File: src/rtl/tgs_pkg.sv
// Shared types and constants of the truncated Gaussian table sampler.
// No dependencies; the core, the bound scanner and the checker import this package.
`default_nettype none

package tgs_pkg;

  // Request operation codes
  localparam logic OP_LOAD = 1'b0;
  localparam logic OP_DRAW = 1'b1;

  // Truncation mode codes (the unused code behaves as no truncation)
  localparam logic [1:0] MODE_NONE   = 2'd0;
  localparam logic [1:0] MODE_BELOW  = 2'd1;
  localparam logic [1:0] MODE_BOTH   = 2'd2;
  localparam logic [1:0] MODE_UNUSED = 2'd3;

  // Configuration register indexes
  localparam int unsigned CFG_IDX_W = 3;
  localparam logic [CFG_IDX_W-1:0] CFG_TABLE_SIZE   = 3'd0;
  localparam logic [CFG_IDX_W-1:0] CFG_SCALE        = 3'd1;
  localparam logic [CFG_IDX_W-1:0] CFG_LOWER_CUTOFF = 3'd2;
  localparam logic [CFG_IDX_W-1:0] CFG_UPPER_CUTOFF = 3'd3;
  localparam logic [CFG_IDX_W-1:0] CFG_TRUNC_MODE   = 3'd4;

  // Register widths and reset values
  localparam int unsigned SIZE_W  = 9;
  localparam int unsigned SCALE_W = 16;
  localparam int unsigned CUT_W   = 32;
  localparam int unsigned MODE_W  = 2;
  localparam int unsigned ENTRY_W = 16;
  localparam int unsigned UNI_W   = 16;
  localparam int unsigned SAMPLE_W = 32;
  localparam int unsigned OUT_IDX_W = 8;

  localparam logic [SIZE_W-1:0]  SIZE_RST  = 9'd256;
  localparam logic [SCALE_W-1:0] SCALE_RST = 16'd256;
  localparam logic [CUT_W-1:0]   LOWER_RST = 32'h8000_0000;
  localparam logic [CUT_W-1:0]   UPPER_RST = 32'h7FFF_FFFF;

  // Sequencer states of the top level
  typedef enum logic [2:0] {
    ST_IDLE,
    ST_SCAN,
    ST_SCALE,
    ST_READ,
    ST_OUT
  } tgs_state_e;

  // Top level to bound scanner
  typedef struct packed {
    logic start;
    logic two_sided;
  } scan_ctl_t;

  // Bound scanner to top level
  typedef struct packed {
    logic rd_en;
    logic done;
  } scan_stat_t;

endpackage

`default_nettype wire

File: src/rtl/tgs_scan.sv
// Cutoff bound scanner: walks the quantile table once, one entry per cycle,
// and finds the first scaled entry at or above the lower cutoff and the last at or
// below the upper cutoff. Depends on tgs_pkg; reads through the table RAM.
`default_nettype none

module tgs_scan #(
  parameter int unsigned TABLE_DEPTH = 256
) (
  input  wire logic                                   clk_i,
  input  wire logic                                   rst_ni,
  input  wire tgs_pkg::scan_ctl_t                     ctl_i,
  input  wire logic [$clog2(TABLE_DEPTH+1)-1:0]       size_i,
  input  wire logic [tgs_pkg::SCALE_W-1:0]            scale_i,
  input  wire logic signed [tgs_pkg::CUT_W-1:0]       lower_i,
  input  wire logic signed [tgs_pkg::CUT_W-1:0]       upper_i,
  output logic      [$clog2(TABLE_DEPTH)-1:0]         rd_addr_o,
  input  wire logic [tgs_pkg::ENTRY_W-1:0]            rd_data_i,
  output tgs_pkg::scan_stat_t                         stat_o,
  output logic      [$clog2(TABLE_DEPTH)-1:0]         low_idx_o,
  output logic      [$clog2(TABLE_DEPTH)-1:0]         high_idx_o
);

  import tgs_pkg::*;

  localparam int unsigned IDX_W = $clog2(TABLE_DEPTH);
  localparam int unsigned CNT_W = $clog2(TABLE_DEPTH + 1);

  logic                    run_q, fin_q, done_q;
  logic [CNT_W-1:0]        issue_q, n_q;
  logic                    v1_q, last1_q, v2_q, last2_q;
  logic [IDX_W-1:0]        k1_q, k2_q;
  logic signed [CUT_W-1:0] prod2_q, lo_q, hi_q;
  logic                    two_q;
  logic                    lo_found_q, hi_found_q;
  logic [IDX_W-1:0]        lo_idx_q, hi_idx_q;
  logic [IDX_W-1:0]        low_q, high_q;

  logic                    issue;
  logic                    issue_last;
  logic [CNT_W-1:0]        n_m1;
  logic signed [CUT_W:0]   prod_full;
  logic                    swap;
  logic [IDX_W-1:0]        lo_sel, hi_sel, lo_fix, hi_fix;

  // Issue one read per cycle until the whole active table is covered
  assign n_m1       = n_q - CNT_W'(1);
  assign issue      = run_q && (issue_q < n_q);
  assign issue_last = (issue_q == n_m1);
  assign rd_addr_o  = issue_q[IDX_W-1:0];

  // Scaled entry of the data that arrives from the RAM
  assign prod_full = $signed({1'b0, scale_i}) * $signed(rd_data_i);

  // Swap reversed cutoffs only for two-sided truncation
  assign swap = ctl_i.two_sided && (upper_i < lower_i);

  // Default bounds when nothing matched, then separate equal bounds when two-sided
  always_comb begin
    lo_sel = lo_found_q ? lo_idx_q : n_m1[IDX_W-1:0];
    hi_sel = hi_found_q ? hi_idx_q : '0;
    lo_fix = lo_sel;
    hi_fix = hi_sel;
    if (two_q && (lo_sel == hi_sel)) begin
      if (lo_sel == '0) begin
        hi_fix = IDX_W'(1);
      end else begin
        lo_fix = hi_sel - IDX_W'(1);
      end
    end
  end

  // Control: run, pipeline valids, finish and done pulse
  always_ff @(posedge clk_i or negedge rst_ni) begin
    if (!rst_ni) begin
      run_q      <= 1'b0;
      fin_q      <= 1'b0;
      done_q     <= 1'b0;
      issue_q    <= '0;
      v1_q       <= 1'b0;
      v2_q       <= 1'b0;
      lo_found_q <= 1'b0;
      hi_found_q <= 1'b0;
    end else begin
      done_q <= 1'b0;
      fin_q  <= 1'b0;
      v1_q   <= issue;
      v2_q   <= v1_q;
      if (ctl_i.start) begin
        run_q      <= 1'b1;
        issue_q    <= '0;
        lo_found_q <= 1'b0;
        hi_found_q <= 1'b0;
      end else begin
        if (issue) begin
          issue_q <= issue_q + CNT_W'(1);
        end
        if (v2_q) begin
          if (!lo_found_q && (prod2_q >= lo_q)) begin
            lo_found_q <= 1'b1;
          end
          if (prod2_q <= hi_q) begin
            hi_found_q <= 1'b1;
          end
          if (last2_q) begin
            run_q <= 1'b0;
            fin_q <= 1'b1;
          end
        end
        if (fin_q) begin
          done_q <= 1'b1;
        end
      end
    end
  end

  // Datapath: cutoffs, stage indexes, products and found positions
  always_ff @(posedge clk_i) begin
    if (ctl_i.start) begin
      n_q   <= size_i;
      two_q <= ctl_i.two_sided;
      lo_q  <= swap ? upper_i : lower_i;
      hi_q  <= swap ? lower_i : upper_i;
    end
    k1_q    <= rd_addr_o;
    last1_q <= issue_last;
    k2_q    <= k1_q;
    last2_q <= last1_q;
    prod2_q <= prod_full[CUT_W-1:0];
    if (v2_q && !lo_found_q && (prod2_q >= lo_q)) begin
      lo_idx_q <= k2_q;
    end
    if (v2_q && (prod2_q <= hi_q)) begin
      hi_idx_q <= k2_q;
    end
    if (fin_q) begin
      low_q  <= lo_fix;
      high_q <= hi_fix;
    end
  end

  assign stat_o.rd_en = issue;
  assign stat_o.done  = done_q;
  assign low_idx_o    = low_q;
  assign high_idx_o   = high_q;

endmodule

`default_nettype wire

File: config.mk
export PLATFORM = sky130hd
export DESIGN_NAME = tgs_scan
export DESIGN_NICKNAME = d
export VERILOG_FILES = /design/src/rtl/tgs_pkg.sv /design/src/rtl/tgs_scan.sv
export SDC_FILE = /design/constraint.sdc
export NUM_CORES = 1
export LEC_CHECK = 0
export ABC_AREA = 1
export BUFFER_PORTS_ARGS = -buffer_cell sky130_fd_sc_hd__buf_2
export CAP_MARGIN = 20
export CORE_AREA = 2 2 174 176
export DETAILED_ROUTE_END_ITERATION = 6
export DIE_AREA = 0 0 176 178
export PLACE_DENSITY = 0.8
export REMOVE_ABC_BUFFERS = 1
export SKIP_LAST_GASP = 1
export SYNTH_ARGS = -nofsm -noshare
export SYNTH_HDL_FRONTEND = slang
export SYNTH_SLANG_ARGS = --single-unit
File: constraint.sdc
create_clock -name clk_i -period 4.05 [get_ports clk_i]
set_clock_uncertainty 0.2 [all_clocks]
set_input_delay 0.6075 -clock clk_i [delete_from_list [all_inputs] [get_ports clk_i]]
set_output_delay 0.6075 -clock clk_i [all_outputs]
set_load 0.01 [all_outputs]
* Yosys cells after proc, flatten, opt, wreduce, memory -nomap -nowiden
Cells that the tools add are included.
** Operators by class
- Add/subtract/negate cells :: 3
- $mul :: 1
- Div/mod/pow operators :: 0
- Magnitude comparators :: 4
- Equal/unequal tests :: 2
- Shifts and indexed selects :: 0
- Mux-type cells :: 24
- Bitwise operators :: 0
- Reduce and logical (&&, ||, !) cells :: 17
** Operators with widths (count)
- $mux W32 :: 2
- $mux W8 :: 6
- $ge A32 B32 Y1 :: 1
- $le A32 B32 Y1 :: 1
- $lt A32 B32 Y1 :: 1
- $mul A17 B16 Y32 :: 1
- $mux W9 :: 2
- $mux W1 :: 14
- $reduce_bool A2 Y1 :: 5
- $add A9 B1 Y9 const B :: 1
- $eq A9 B9 Y1 :: 1
- $lt A9 B9 Y1 :: 1
- $sub A9 B1 Y9 const B :: 1
- $eq A8 B8 Y1 :: 1
- $logic_not A8 Y1 :: 1
- $sub A8 B1 Y8 const B :: 1
- $logic_and A1 B1 Y1 :: 7
- $reduce_and A2 Y1 :: 3
- $logic_not A1 Y1 :: 1
** Storage, ports and cells
- Flip-flop bits (word level) :: 172
- Latch bits :: 0
- Memory bits (writable) :: 0
- Bits in read-only memories :: 0
- Input port bits :: 109
- Output and inout bits :: 26
- Logic and storage cells :: 72
- Memories :: 0

* Longest topological paths before layout
- Depth after elaboration :: 5
- Gate-level depth with buffers :: 26

* Worst setup path before layout
No wires, ideal clock.
- Kind :: input to register
- Start :: in rd_data_i[7] in the netlist's numbering
- End :: reg prod2_q[29]
- Library setup time :: 112 ps
- Arrival :: 5599 ps
- Data required time :: 3738 ps
- Setup slack :: -1862 ps
- Stages :: 25
- Path buffers :: 2
- Cells stage by stage :: clkbuf_1 -> clkbuf_1 -> nand2_1 -> fa_1 -> inv_1 -> fa_1 -> inv_1 -> fa_1 -> inv_1 -> fa_1 -> fa_1 -> inv_1 -> fa_1 -> inv_1 -> ha_1 -> a21o_1 -> a21oi_1 -> nand2_1 -> nand2_1 -> nand3_1 -> a21o_1 -> nand2_1 -> nand2_1 -> nand2_1 -> nand2_1
** Between the ends
- Word-level cells in the longest chain between the ends :: 1
** Ends and longest elaborated chain
- from (decl) :: RTL line tgs_scan.sv:17 : input wire logic [tgs_pkg::ENTRY_W-1:0] rd_data_i,
- $mul A17 B16 Y32 :: RTL line tgs_scan.sv:52 : assign prod_full = $signed({1'b0, scale_i}) * $signed(rd_data_i);
- via prod_full[29] :: RTL line tgs_scan.sv:41 : logic signed [CUT_W:0] prod_full;
- to (signal assigned) :: RTL line tgs_scan.sv:128 : prod2_q <= prod_full[CUT_W-1:0];
- to (decl) :: RTL line tgs_scan.sv:32 : logic signed [CUT_W-1:0] prod2_q, lo_q, hi_q;
The timed path passes the listed nets, and every way through them passes these cells.
A chain may end at the register's enable or synchronous reset.

* Worst setup path after layout
- Start :: in scale_i[8] in the netlist's numbering
- End :: reg prod2_q[25]
** Between the ends
- Word-level cells in the longest chain between the ends :: 1
** Ends and longest elaborated chain
- from (decl) :: RTL line tgs_scan.sv:13 : input wire logic [tgs_pkg::SCALE_W-1:0] scale_i,
- $mul A17 B16 Y32 :: RTL line tgs_scan.sv:52
- via prod_full[25] :: RTL line tgs_scan.sv:41
The timed path passes the listed nets, and every way through them passes these cells.

==> results.py <==
metrics = {
    "detailed_routing": {
        "drt-pass1-iter-count": 7,
        "vias": 18000,
        "antenna_left": 0,
        "drc_errors": 172,
        "routedWlPerCell_um": 21.6,
        "drtIter0Drc": 2257,
        "routed_wirelength_mm": 64.3,
        "vias_per_cell": 6.06,
    },
    "clock_tree": {
        "tritoncts": "built",
        "path_clk_slew_ps": 80,
        "htreeDepth": 4,
        "clockBufferDepth": 2,
        "cts_buffers": 17,
        "cts_num_sinks": 172,
        "clock_latency_ps": 440,
        "cts-root-buf": "clkbuf_16",
    },
    "die": {
        "die_x_um": 176,
        "core_area_um2": 29400,
        "start_util_pct": 64.6,
        "io_pins": 135,
        "rows": 63,
        "die_h_um": 178,
        "die-area_um2": 31300,
    },
    "timing": {
        "worst_pin_slew_ps": 712,
        "setup_slack_ps": -2240,
        "rsz0062_at_grt": "yes",
        "min_period_ps": 6290,
        "relSlewSlack_pct": 52.6,
        "setup_viol": 26,
        "period_share_pct": 155,
        "fmax_mhz": 159,
        "finalMaxSlewViolations": 0,
        "finalHoldViolCount": 0,
    },
    "synthesis": {
        "ys_seq_elements": 172,
        "async_flop_share_pct": 9.30,
        "yosys.area.top_type": "fa_1",
        "yosysSeqAreaShare_pct": 24.2,
        "synth.area.top_cells": "fa_1, edfxtp_1, ha_1",
        "synth.avg_cell_area_um2": 8.18,
        "synth_edf_count": 106,
        "netlist_area_um2": 19000,
        "synthFlopType": "edfxtp_1",
        "synth_top_area_share_pct": 20.5,
        "yosysUniqueCellTypes": 49,
        "synth_warnings": 0,
        "yosysMostFrequentCell": "nand2_1",
        "synthTopCellsByCount": "nand2_1, inv_1, ha_1",
        "synthCells": 2319,
    },
    "critical_path": {
        "cpMostUsedCell": "fa_1",
        "critPathLaunchType": "input port",
        "critPathTopFamily": "adder cells",
        "path_cells": "buf_6, nand2_1, inv_1, fa_1, inv_1, fa_1, fa_1, inv_1, fa_1, fa_1, inv_1, fa_1, inv_2, ha_4, a21o_4, buf_4, a21boi_4, nor2_2, nor2_2, nand2_4, a21oi_4, xnor2_2",
        "cp.required_ps": 4210,
        "cp_max_fo": 12,
        "critical_path_class": "input port to flop",
        "cp_slowest_cell": "fa_1",
        "slowest_delay_ps": 600,
        "cp.arrival_ps": 6450,
        "critPathBufInv": 7,
        "endpoint_kind": "flop",
    },
    "global_route": {
        "grt_max_degree": 66,
        "grt_overflow": 0,
        "grtUsageTotal_pct": 33.1,
        "grt_pass1_wl_mm": 82.5,
        "antenna_found_initial": 2,
        "first_global_vias": 17600,
    },
    "cells_and_area": {
        "drive_gt1_share_pct": 23.3,
        "area_delta_synth_final_pct": 21.7,
        "nets": 3095,
    },
    "job": {
        "maxCapViolCount": 0,
    },
    "hold_path": {
        "hp-class": "flop to flop",
    },
    "place": {
        "portBuffers": 134,
        "place_hpwl_mm": 35.4,
        "gp_congestion": 0.910,
        "dp_slack_ps": -1920,
    },
    "run_status": {
        "run_status": "finished, violations left",
        "violations": "DRC, setup timing",
    },
}
[flip-flops by register name, indices dropped and copies added (netlist names), 8 cells and up]
signal,cells
k2_q,8
issue_q,9
hi_idx_q,8
k1_q,8
hi_q,32
low_idx_o,8
n_q,9
high_idx_o,8
lo_idx_q,8
prod2_q,32
lo_q,32
[area by class of cell]
cell class | instances | area, um2
diodes | 1 | 2.50
inverters | 562 | 2130
clock buffers | 21 | 472
fillers | 1587 | 6310
flip-flops and latches | 172 | 4580
well taps | 390 | 488
clock inverters | 11 | 87.6
repair buffers | 329 | 2600
multi-input cells | 1486 | 12700
[per-stage QoR]
| step | hold slack [ps] | util (%) | instance area, um2 | TNS [ps] | std cells |
|---|---|---|---|---|---|
| final | 130 | 78.6 | 23100 | -42240 | 2972 |
| after global routing | 132 | 78.5 | 23100 | -44410 | 2971 |
| after CTS | 131 | 76.2 | 22400 | -22900 | 2942 |
| after detailed placement | 112 | 70.4 | 20700 | -41390 | 2894 |
| after global placement | 111 | 70.4 | 20700 | -39920 | 2894 |
| after floorplan | 110 | - | 18300 | -28540 | 2220 |
[metal layers]
layer  global-route usage [%]  share of wire (%)  vias to the layer above
li1                         -                  -                     7585
met1                     38.2                 32                     8231
met2                     58.8                 46                     1555
met3                     4.71                 12                      653
met4                     19.4                 10                        0
met5                        0                  0                        -
[what timing repair did]
item,CTS,global route
setup buffers,17,31
endpoints found under the setup margin,26,26
hold buffers,1,0
gates resized for setup,255,137
hold endpoints to repair,16,0
pin swaps,81,62
gates cloned,0,0
[kinds of logic (layout without fill, tap and decap cells)]
logic type      count (synthesis)  after routing  share of synthesized area [%]
other cells                     0              1                              0
fa+ha+maj                     418            418                           35.2
simple gates                  860            860                           19.2
compound gates                163            163                           4.71
flops                         172            172                           24.2
xor+xnor                       45             45                           2.12
buf+inv                       661            923                           14.6
[worst paths after layout]
path | from | endpoint | slack (ps) | cells past startpoint
min in group asynchronous | rst_ni | issue_q[8]$_DFFE_PN0P_ | 420 | 2
hold reg to reg | k1_q[4]$_DFF_P_ | k2_q[4]$_DFF_P_ | 130 | 0
setup / recovery | scale_i[8] | prod2_q[25]$_DFF_P_ | -2240 | 22
max in group asynchronous | rst_ni | run_q$_DFFE_PN0P_ | 2940 | 2
hold / removal | k1_q[4]$_DFF_P_ | k2_q[4]$_DFF_P_ | 130 | 0
setup reg to reg | hi_q[31]$_DFFE_PP_ | hi_idx_q[1]$_DFFE_PP_ | 1280 | 11
[cells in the final DEF, fill, tap and decap left out, drive strengths merged, types with 3 or more instances in the layout]
cell type / n
nand2: 607
inv: 562
buf: 328
ha: 224
fa: 194
edfxtp: 106
nor2: 91
a21oi: 89
nand4: 75
nand3: 56
dfxtp: 50
o21ai: 45
xor2: 32
clkbuf: 21
dfrtp: 16
xnor2: 13
nor3: 11
or2: 10
clkinv: 10
a21o: 7
o21a: 6
a21boi: 6
nor4: 5
o211ai: 4
a31oi: 3
nand3b: 3
Power is left out: the tool's default activity adds up to more than one toggle a clock period on the data nets, which glitch-free logic cannot reach.
